==> config.mk <==
export PLATFORM = sky130hd
export DESIGN_NAME = pjb_ctrl
export DESIGN_NICKNAME = d
export VERILOG_FILES = /design/src/rtl/core/pjb_pkg.sv /design/src/rtl/core/pjb_ctrl.sv
export SDC_FILE = /design/constraint.sdc
export NUM_CORES = 1
export LEC_CHECK = 0
export BUFFER_PORTS_ARGS = -buffer_cell sky130_fd_sc_hd__buf_4
export CAP_MARGIN = 15
export CORE_MARGIN = 2
export CORE_UTILIZATION = 57
export DETAILED_ROUTE_END_ITERATION = 6
export PLACE_DENSITY = 0.83
export SLEW_MARGIN = 30
export SYNTH_ARGS = -nofsm -noshare
export SYNTH_HDL_FRONTEND = slang
export SYNTH_SLANG_ARGS = --single-unit
==> constraint.sdc <==
create_clock -name clk -period 9 [get_ports clk]
set_clock_uncertainty 0.1 [all_clocks]
set_input_delay 0.9 -clock clk [delete_from_list [all_inputs] [get_ports clk]]
set_output_delay 0.9 -clock clk [all_outputs]
set_load 0.05 [all_outputs]
==> src/rtl/core/pjb_pkg.sv <==
// pjb_pkg: shared types, constants and helpers of the packet jitter buffer
// used by pjb_ctrl, pjb_store and packet_jitter_buffer_top; no dependencies
`timescale 1ns / 1ps

package pjb_pkg;

	localparam int DEPTH        = 64;
	localparam int PAYLOAD_BITS = 32;
	localparam int PTR_W        = $clog2(DEPTH);
	localparam int COUNT_W      = $clog2(DEPTH + 1);
	localparam int CFG_W        = 7;
	localparam int SEQ_W        = 32;
	localparam int TS_W         = 64;
	localparam int CNT_W        = 32;
	localparam int IDX_W        = 2;

	localparam logic [CFG_W-1:0] CAPACITY_RESET = CFG_W'(64);
	localparam logic [CFG_W-1:0] PREFILL_RESET  = CFG_W'(4);

	typedef logic [PTR_W-1:0]        ptr_t;
	typedef logic [COUNT_W-1:0]      count_t;
	typedef logic [CNT_W-1:0]        cnt_t;
	typedef logic [PAYLOAD_BITS-1:0] pay_t;

	typedef enum logic [1:0] {
		KIND_PUSH  = 2'd0,
		KIND_POP   = 2'd1,
		KIND_CLEAR = 2'd2
	} kind_t;

	typedef enum logic [IDX_W-1:0] {
		REG_CAPACITY = 2'd0,
		REG_PREFILL  = 2'd1
	} reg_idx_t;

	typedef struct packed {
		logic [1:0]      kind;
		logic [SEQ_W-1:0] seq;
		logic [TS_W-1:0]  ts;
		pay_t             pay;
	} item_t;

	typedef struct packed {
		logic [SEQ_W-1:0] seq;
		logic [TS_W-1:0]  ts;
		pay_t             pay;
	} entry_t;

	// control from the sequencer to the packet memory
	typedef struct packed {
		logic   we;
		ptr_t   waddr;
		entry_t wentry;
		logic   rd;
		ptr_t   raddr_pop;
		ptr_t   raddr_head;
	} mem_req_t;

	// status of one step, registered with the result word
	typedef struct packed {
		logic   pop_valid;
		logic   nonempty;
		count_t fill;
		logic   nearly_full;
		logic   prefill_reached;
		cnt_t   received;
		cnt_t   lost;
		cnt_t   overflow;
		cnt_t   underflow;
	} status_t;

	function automatic ptr_t next_ptr(input ptr_t p);
		next_ptr = (p == PTR_W'(DEPTH - 1)) ? '0 : p + ptr_t'(1);
	endfunction

	function automatic cnt_t sat_add(input cnt_t c, input cnt_t v);
		logic [CNT_W:0] s;
		s = {1'b0, c} + {1'b0, v};
		sat_add = s[CNT_W] ? '1 : s[CNT_W-1:0];
	endfunction

endpackage

==> src/rtl/core/pjb_ctrl.sv <==
// pjb_ctrl: fifo pointers, fill count, sequence tracking, event counters and config
// depends on pjb_pkg
`timescale 1ns / 1ps

module pjb_ctrl (
	input  logic                clk,
	input  logic                arst_n,
	input  logic                cfg_we,
	input  logic [1:0]          cfg_index,
	input  logic [6:0]          cfg_data,
	input  logic                step,
	input  pjb_pkg::item_t      item_s1,
	output pjb_pkg::mem_req_t   req,
	output pjb_pkg::status_t    status
);
	import pjb_pkg::*;

	localparam int CMP_W = (COUNT_W > CFG_W) ? COUNT_W : CFG_W;
	localparam int NF_W  = COUNT_W + 3;

	logic [CFG_W-1:0] capacity_q, prefill_q;
	ptr_t             head_q, tail_q, head_n, tail_n;
	count_t           count_q, count_n, cap_eff;
	logic [SEQ_W-1:0] newest_q, newest_n;
	logic             seen_q, seen_n;
	cnt_t             rx_q, lost_q, ovf_q, udf_q;
	cnt_t             rx_n, lost_n, ovf_n, udf_n;
	logic             pop_ok, drop;
	logic [SEQ_W:0]   newest_p1;
	logic [SEQ_W-1:0] gap;

	always_ff @(posedge clk or negedge arst_n) begin
		if (!arst_n) begin
			capacity_q <= CAPACITY_RESET;
			prefill_q  <= PREFILL_RESET;
		end else if (cfg_we) begin
			case (reg_idx_t'(cfg_index))
				REG_CAPACITY: capacity_q <= cfg_data;
				REG_PREFILL:  prefill_q  <= cfg_data;
				default: ;
			endcase
		end
	end

	// capacity of zero acts as one, above the store depth acts as the depth
	always_comb begin
		if (capacity_q == '0) begin
			cap_eff = count_t'(1);
		end else if (CMP_W'(capacity_q) > CMP_W'(DEPTH)) begin
			cap_eff = count_t'(DEPTH);
		end else begin
			cap_eff = count_t'(capacity_q);
		end
	end

	always_comb begin
		head_n    = head_q;
		tail_n    = tail_q;
		count_n   = count_q;
		newest_n  = newest_q;
		seen_n    = seen_q;
		rx_n      = rx_q;
		lost_n    = lost_q;
		ovf_n     = ovf_q;
		udf_n     = udf_q;
		pop_ok    = 1'b0;
		drop      = 1'b0;
		newest_p1 = {1'b0, newest_q} + (SEQ_W + 1)'(1);
		gap       = item_s1.seq - newest_q - SEQ_W'(1);
		case (item_s1.kind)
			KIND_PUSH: begin
				rx_n = sat_add(rx_q, cnt_t'(1));
				if (seen_q && ({1'b0, item_s1.seq} > newest_p1)) begin
					lost_n = sat_add(lost_q, gap);
				end
				if (!seen_q || (item_s1.seq > newest_q)) begin
					newest_n = item_s1.seq;
					seen_n   = 1'b1;
				end
				// full: oldest packet goes out before the new one comes in
				drop = (count_q >= cap_eff) && (count_q != '0);
				if (drop) begin
					head_n = next_ptr(head_q);
					ovf_n  = sat_add(ovf_q, cnt_t'(1));
				end
				tail_n  = next_ptr(tail_q);
				count_n = count_q - count_t'(drop) + count_t'(1);
			end
			KIND_POP: begin
				if (count_q == '0) begin
					udf_n = sat_add(udf_q, cnt_t'(1));
				end else begin
					pop_ok  = 1'b1;
					head_n  = next_ptr(head_q);
					count_n = count_q - count_t'(1);
				end
			end
			KIND_CLEAR: begin
				head_n   = '0;
				tail_n   = '0;
				count_n  = '0;
				newest_n = '0;
				seen_n   = 1'b0;
				rx_n     = '0;
				lost_n   = '0;
				ovf_n    = '0;
				udf_n    = '0;
			end
			default: ;
		endcase
	end

	always_ff @(posedge clk or negedge arst_n) begin
		if (!arst_n) begin
			head_q   <= '0;
			tail_q   <= '0;
			count_q  <= '0;
			newest_q <= '0;
			seen_q   <= 1'b0;
			rx_q     <= '0;
			lost_q   <= '0;
			ovf_q    <= '0;
			udf_q    <= '0;
		end else if (step) begin
			head_q   <= head_n;
			tail_q   <= tail_n;
			count_q  <= count_n;
			newest_q <= newest_n;
			seen_q   <= seen_n;
			rx_q     <= rx_n;
			lost_q   <= lost_n;
			ovf_q    <= ovf_n;
			udf_q    <= udf_n;
		end
	end

	always_comb begin
		req.we         = step && (item_s1.kind == KIND_PUSH);
		req.waddr      = tail_q;
		req.wentry.seq = item_s1.seq;
		req.wentry.ts  = item_s1.ts;
		req.wentry.pay = item_s1.pay;
		req.rd         = step;
		req.raddr_pop  = head_q;
		req.raddr_head = head_n;
	end

	always_comb begin
		status.pop_valid       = pop_ok;
		status.nonempty        = (count_n != '0);
		status.fill            = count_n;
		status.nearly_full     = (NF_W'(count_n) * NF_W'(5)) >= (NF_W'(cap_eff) * NF_W'(4));
		status.prefill_reached = CMP_W'(count_n) >= CMP_W'(prefill_q);
		status.received        = rx_n;
		status.lost            = lost_n;
		status.overflow        = ovf_n;
		status.underflow       = udf_n;
	end

endmodule

==> summary.txt, run 1 <==
Floorplanning
  • Die height: 190 um
  • Initial Utilization: 57.5%
  • Die W: 190 um
  • Row count: 68
  • Die area: 36,100 sq um
  • Core area: around 34,000 sq um
  • Num ports: 430

Power and ir drop
  • Leakage power: 9.56 nW
  • Comb pwr share: roughly three fifths
  • Max VDD drop: 0.157 mV
  • PwrDens: 233 nW/um^2
  • Net switching power: 0.00252 W
  • Clock power share: roughly 16%
  • Switching Share: between 50% and 60%
  • Internal: 0.00244 W
  • Sequential Power Share: a little under a quarter

Clocking
  • TritonCTS clock tree: done
  • TritonCTS Buffers: 17
  • Post-CTS Setup Bufs: 0
  • CTS sink cnt: 194
  • Hold_buf cts: 0
  • Worst-path clk slew: 0.08 ns
  • Max Root-Sink Buffers: 2
  • Worst-Skew Late Latency: about 0.47 ns
  • CTS resizes: 0
  • # H-tree levels: 4
  • Root Buffer: clkbuf_16

STA
  • RSZ-0062 raised after global routing: no
  • Hold slack: between 0.3 and 0.4 ns
  • Setup Total Neg Slack: 0 ns
  • Minimum clock period: approximately 8.0 ns
  • Period utilization: 88.7%
  • Final Slew Violations: 0
  • Worst relative slew slack: 30.8%
  • Fmax: 125 MHz
  • Final hold vios: 0
  • Actual slew at the worst max-slew pin: 1.04 ns
  • Final setup fails: 0

Drt
  • Avg WL per Cell: between 15 and 20 um
  • Drt first pass iters: 6
  • Final ANT Viol Nets: 0
  • Vias per cell: 6.53
  • Post-Route WL: 58,300 um
  • DR iter-0 viols: 1,960
  • Via total after detailed routing: 19,600
  • Drt drc: 0

Global route
  • Initial antenna violation count: 0
  • Grt met3 use: 6.18%
  • First-pass GRT wire length: 93,100 um
  • Met2 Use GR: 52.1%
  • Gr usage total: a little under a third
  • Met1 usage: 40.3%
  • Global route total overflow: 0
  • Largest net degree at the start of global routing: 89
  • Number of global-route vias before repair: 18,400
  • GRT Max-Usage Layer: met2

Logic synthesis
  • Asr flop ratio synth: between 90% and 100%
  • Synthesized Nets: 2,844
  • Number of flops mapped to enable cells by yosys: 0
  • Post-Syn Area per Cell: ~7.7 sq um
  • Mapped cell area: 19,700 sq um
  • Dominant synthesized flop cell: dfrtp_1
  • Post-Synthesis Cells: between 2,000 and 3,000
  • Synth top area share: ~24%
  • Ys Warns: 0
  • Unique masters post-synth: 81
  • Sequential area share after synthesis: 24.6%
  • Area leader, netlist: dfrtp_1
  • Ranking of synthesized cells by area: dfrtp_1 (24%), ha_1 (9.5%), a21oi_1 (7.3%), o21ai_0 (5.1%), buf_4 (5.0%)
  • FF+latch count, synth: 194

Place
  • Placer congestion estimate: 0.925
  • Port-buffer cells: 237
  • DP HPWL: 41,600 um

Finish
  • Share of cells above drive strength 1: roughly 15%
  • ANT cells: 0
  • Final nets: 2,830
  • P&R area growth vs syn: 8.05%
  • Fillers: 2,956

Worst setup path
  • Worst Path Required: 8.00 ns
  • Worst setup SP type: register
  • Worst R2R Start: newest_q[0]$_DFFE_PN0P_
  • Crit end category: primary output
  • CP top delay family: compound AO/OA/AOI/OAI gates
  • Crit-path max cell delay: 0.53 ns
  • Crit Path Max Fanout: 13
  • CP Class: register to primary output
  • Top cell by count, worst path: ha_1
  • Worst path bufs/invs: 4
  • Worst setup startpoint: capacity_q[2]$_DFFE_PN0P_
  • Slowest stage cell, crit path: nor2_2
  • Crit path arrival time: 6.98 ns

Hold path
  • Tightest Hold Check Type: input port to asynchronous set/reset pin

Flow run
  • Max Cap Viol: 0

Run status
  • Status: completed
==> cells in the mapped netlist, types with 35 or more instances <==
| cell type | count |
|---|---|
| a21oi_1 | 289 |
| nand2_1 | 248 |
| o21ai_0 | 199 |
| dfrtp_1 | 192 |
| ha_1 | 150 |
| buf_4 | 131 |
| nor2_1 | 131 |
| clkbuf_1 | 128 |
| inv_1 | 109 |
| nand3_1 | 95 |
| a22o_1 | 91 |
| a21o_1 | 80 |
| xnor2_1 | 79 |
| nor3_1 | 52 |
| mux2i_1 | 37 |
| nand4_1 | 37 |
| and3_1 | 35 |
==> placed cells by master, fill, tap and decap left out, types with 7 or more instances in the layout <==
master and instances:
and3_1 35, and2_1 8, nor2b_1 12, o211ai_1 11
a21oi_1 288, mux2_2 33, o31ai_1 22, nand2_1 248
clkbuf_16 17, o22ai_1 17, nand4_1 37, ha_1 149
a21o_1 80, xor2_1 19, o21a_1 9, a211o_1 15
xnor2_1 79, nand2b_1 16, o21ai_0 198, a22o_1 91
nor2_1 127, a211oi_1 31, or3_1 14, dfrtp_1 192
o21bai_1 16, buf_4 260, a311oi_1 11, nor4_1 28
a221oi_1 7, a41oi_1 9, mux2i_1 37, nand3_1 94
a31oi_1 20, and4_1 14, a22oi_1 15, or2_2 10
nor3_1 49, inv_1 108
==> area by class of cell <==
type	count	area [sq um]	area share (%)
Sequential cell	194	4860	22.8
Clock inverter	12	116	0.546
Multi-Input combinational cell	1949	12900	60.6
Timing Repair Buffer	262	1980	9.28
Tap cell	455	569	2.67
Clock buffer	20	457	2.14
Inverter	110	413	1.94
==> power groups by stage <==
stage / clock network (W) / registers [W] / logic [W]
6_report: 0.000772 / 0.00119 / 0.00300
5_1_grt: 0.000817 / 0.00121 / 0.00327
4_1_cts: 0.000781 / 0.00118 / 0.00297
3_5_place_dp: 0 / 0.00120 / 0.00295
3_3_place_gp: 0 / 0.00119 / 0.00289
2_1_floorplan: 0 / 0.00118 / 0.00229
==> kinds of logic after synthesis <==
kind of cell / share of synthesized area, %
muxes: 3.76
adders and majority gates: 9.82
xor gates and xnor gates: 4.35
DFF: 24.6
AOI/OAI and AO/OA: 29.1
and+or+nand+nor: 17.9
buffers and inverters: 10.4
==> metrics by stage <==
step	total power, W	setup WS [ns]	utilization (%)	area [sq um]	cells
2_1_floorplan	0.00347	0.350	-	19700	2548
3_3_place_gp	0.00407	1.46	60.3	20700	2970
3_5_place_dp	0.00415	1.29	60.4	20700	2970
4_1_cts	0.00493	0.762	62.1	21300	3002
5_1_grt	0.00529	0.450	62.1	21300	3002
6_report	0.00496	1.02	62.1	21300	3002
==> per-layer routing <==
layer  part of all wire [%]  up-vias  wire length, um
met5                      0        -                0
met1                     41     9249            23900
li1                       -     9181                -
met2                     47     1009            27300
met3                    9.0      155             5240
met4                    3.3        0             1920
==> worst paths after layout <==
path	to	slack (ns)	cells after the start
max in group asynchronous	newest_q[24]$_DFFE_PN0P_	7.21	2
hold reg to reg	prefill_q[5]$_DFFE_PN0P_	0.41	1
min in group clk	prefill_q[5]$_DFFE_PN0P_	0.41	1
setup reg to reg	lost_q[28]$_DFFE_PN0P_	3.08	23
setup / recovery	status[129]	1.02	34
hold / removal	udf_q[26]$_DFFE_PN0P_	0.34	1
==> flip-flops by register name, indices dropped and copies added, names as in the netlist <==
register and cells:
prefill_q 7, head_q 6, capacity_q 7, seen_q 1
udf_q 32, rx_q 32, tail_q 6, lost_q 32
newest_q 32, ovf_q 32, count_q 7
==> worst register-to-register path: stages (launching register included) <==
cell and delay (ns):
dfrtp_1 0.45, inv_1 0.10, ha_1 0.17, inv_1 0.06, fa_1 0.40, nor2b_1 0.14, o21ai_0 0.11, a21boi_0 0.25
o21ai_0 0.17, a211oi_1 0.36, nor2_1 0.16, o21ai_0 0.49, a31oi_1 0.18, xnor2_1 0.16, ha_1 0.37, a21o_1 0.19
a21o_1 0.21, a211oi_1 0.34, o21ai_0 0.17, nor3_2 0.14, buf_4 0.27, or2_1 0.41, o21ai_1 0.19, a22o_1 0.24
(Power assumes the default switching activity.)
==> inputs of run 2 (changes only) <==
==> constraint.sdc (replaced) <==
create_clock -name clk -period 9 [get_ports clk]
set_clock_uncertainty 0.1 [all_clocks]
set_input_delay 2.7 -clock clk [delete_from_list [all_inputs] [get_ports clk]]
set_output_delay 2.7 -clock clk [all_outputs]
set_load 0.05 [all_outputs]
==> summary.txt, run 2 (synthesis gave the netlist of run 1 again) <==
Finish
  • Commonest non-fill, non-tap cells in the layout: buf_4 (531), a21oi_1 (274), nand2_1 (244)
  • Design area: 25,100 sq um (+18%)
  • P&R area growth vs syn: 27.3%
  • Final nets: 3,153 (+11%)
  • Final Util: 73.2% (+11 points)
  • Commonest non-fill, non-tap cell in the layout: buf_4
  • Finished Layout Cells: 3,325 (+11%)
  • Share of cells above drive strength 1: 29.6% (+15 points)
  • ANT cells: 0 (unchanged)

Power and ir drop
  • Clock power share: 12.2% (-3.4 points)
  • Internal: 0.00332 W (+36%)
  • Switching Share: 48.4% (-2.5 points)
  • Comb pwr share: 69.0% (+8.5 points)
  • Leakage power: 11.4 nW (+19%)
  • Max VDD drop: 0.183 mV (+16%)
  • Net switching power: 0.00311 W (+23%)
  • Sequential Power Share: 18.7% (-5.3 points)
  • PwrDens: 256 nW/um^2 (+10%)

Drt
  • Vias per cell: 6.50 (-0.47%)
  • Avg WL per Cell: 19.8 um (+2.0%)
  • Via total after detailed routing: 21,600 (+10%)
  • Post-Route WL: 65,900 um (+13%)
  • Drt drc: 2 (+2)
  • DR iter-0 viols: 2,062 (+5.2%)
  • Drt first pass iters: 7 (+1)
  • Final ANT Viol Nets: 0 (unchanged)

STA
  • RSZ-0062 raised after global routing: yes
  • Worst relative slew slack: 34.5% (+3.7 points)
  • Setup Total Neg Slack: -26.84 ns (-26.84 ns)
  • Final Slew Violations: 0 (unchanged)
  • Minimum clock period: 9.95 ns (+1.97 ns)
  • Final setup margin: -0.948 ns (-1.97 ns)
  • Fmax: 101 MHz (-20%)
  • Final hold vios: 0 (unchanged)
  • Actual slew at the worst max-slew pin: 0.975 ns (-0.0606 ns)
  • Final setup fails: 33 (+33)
  • Period utilization: 111% (+22 points)

Worst setup path
  • Worst setup SP type: input port
  • Worst Reg-to-Reg Cells: 19 (-17%)
  • Crit end category: primary output
  • Worst Path Required: 6.20 ns (-1.80 ns)
  • Crit Path Max Fanout: 3 (-10)
  • Worst R2R Start: newest_q[2]$_DFFE_PN0P_
  • Crit-path max cell delay: 0.38 ns (-0.15 ns)
  • Slowest stage cell, crit path: or3_4
  • Crit path cell chain: buf_4 -> ha_4 -> inv_2 -> fa_2 -> nor2b_1 -> o21ai_2 -> a21boi_2 -> o21ai_2 -> a211oi_2 -> nor2_1 -> buf_4 -> o31ai_4 -> xnor2_1 -> ha_1 -> nand2_2 -> or3_4 -> or3_1 -> a211oi_2 -> or3_4 -> o221ai_2 -> xor2_2 -> nor2b_4 -> o21ai_4 -> buf_6
  • Crit path arrival time: 7.15 ns (+0.17 ns)
  • CP Class: input port to primary output
  • Reg-to-reg endpoint: lost_q[3]$_DFFE_PN0P_
  • Reg2reg setup slack: 3.04 ns (-0.04 ns)

Place
  • Port-buffer cells: 237 (unchanged)
  • DP HPWL: 45,400 um (+9.2%)
  • Placer congestion estimate: 0.964 (+4.2%)
  • Placed Area: 23,300 sq um (+13%)
  • Placed cells: 3,246 (+9.3%)

Hold path
  • Hold path cells: 1
  • Hold Path Sink: prefill_q[3]$_DFFE_PN0P_
  • Tightest Hold Check Type: register to register
  • Hold Path Origin: prefill_q[3]$_DFFE_PN0P_

Clocking
  • Worst-Skew Late Latency: 0.46 ns (about the same)
  • Worst-path clk slew: 0.08 ns (about the same)
  • Hold_buf cts: 0 (unchanged)
  • TritonCTS Buffers: 17 (unchanged)
  • CTS sink cnt: 194 (unchanged)
  • # H-tree levels: 4 (unchanged)
  • TritonCTS clock tree: done
  • Root Buffer: clkbuf_16
  • Max Root-Sink Buffers: 2 (unchanged)

Global route
  • Initial antenna violation count: 0 (unchanged)
  • Largest net degree at the start of global routing: 122 (+37%)
  • Number of global-route vias before repair: 20,600 (+12%)
  • Gr usage total: 34.4% (+3.0 points)
  • Global route total overflow: 0 (unchanged)
  • First-pass GRT wire length: 102,000 um (+9.7%)

Floorplanning
  • Die W: 190 um (unchanged)
  • Initial Utilization: 57.5% (unchanged)
  • Core area: 34,300 sq um (unchanged)
  • Num ports: 430 (unchanged)
  • Die height: 190 um (unchanged)
  • Row count: 68 (unchanged)
  • Die area: 36,100 sq um (unchanged)

Flow run
  • Max Cap Viol: 0 (unchanged)

Run status
  • Status: finished with violations
  • Failing checks: DRC, setup timing
==> run 2: cell count changes in the layout (fill, tap and decap cells not counted), moves of 7 or more <==
| cell | change |
|---|---|
| o21ai_2 | +23 |
| buf_6 | +38 |
| a21oi_2 | +12 |
| nor2_1 | -8 |
| ha_1 | -21 |
| buf_8 | +8 |
| a21oi_1 | -14 |
| ha_4 | +18 |
| o21ai_4 | +18 |
| a211oi_1 | -7 |
| buf_4 | +271 |
| o21ai_0 | -47 |
==> run 2: worst max-delay path: cells and delay by family <==
kind	cells	cell delay (ns)
compound gates	8	1.47
simple gates	7	1.42
fa+ha+maj	3	0.78
xor+xnor	2	0.27
buf+inv	4	0.49
==> run 2: stage by stage <==
stage	total power [W]	worst slack, ns	hold WS, ns
final	0.00643	-0.948	0.411
after global routing	0.00677	-1.07	0.451
after CTS	0.00597	-0.914	0.422
after detailed placement	0.00494	-1.13	0.404
after global placement	0.00483	-1.10	0.388
after floorplan	0.00366	-0.530	0.379
==> run 2: worst max path at each step <==
stage	from	to	slack (ns)	depth (start not counted)
2_1_floorplan	item_s1[101]	status[94]	-0.53	22
3_3_place_gp	item_s1[105]	status[91]	-1.10	24
3_5_place_dp	item_s1[105]	status[91]	-1.13	24
4_1_cts	item_s1[101]	status[95]	-0.91	22
5_1_grt	item_s1[96]	status[91]	-1.07	25
6_report	item_s1[96]	status[93]	-0.95	24
==> run 2: cell type report <==
type                            count  area (sq um)
Multi-Input combinational cell   1949         14000
Fill cell                        2434          9190
Tap cell                          455           569
Clock buffer                       18           429
Timing Repair Buffer              585          4710
Clock inverter                     14           139
Inverter                          110           413
Sequential cell                   194          4860
==> run 2: power groups by stage <==
stage | clock, W | combinational [W] | sequential [W]
2_1_floorplan | 0 | 0.00248 | 0.00118
3_3_place_gp | 0 | 0.00363 | 0.00120
3_5_place_dp | 0 | 0.00373 | 0.00121
4_1_cts | 0.000793 | 0.00398 | 0.00119
5_1_grt | 0.000826 | 0.00472 | 0.00122
6_report | 0.000787 | 0.00444 | 0.00120
==> run 2: metal layers <==
layer  up-vias  track usage, %  share of wire [%]
li1       9834               -                  -
met1     10300            42.3                 39
met2      1227            58.7                 48
met3       253            6.01                8.7
met4         0            16.3                4.8
met5         -               0                  0
==> run 2: what timing repair did <==
item | CTS | global route
endpoints found under the setup margin | 33 | 33
pin swaps | 32 | 63
gates cloned | 2 | 0
gates resized for setup | 90 | 92
buffers inserted | 18 | 29
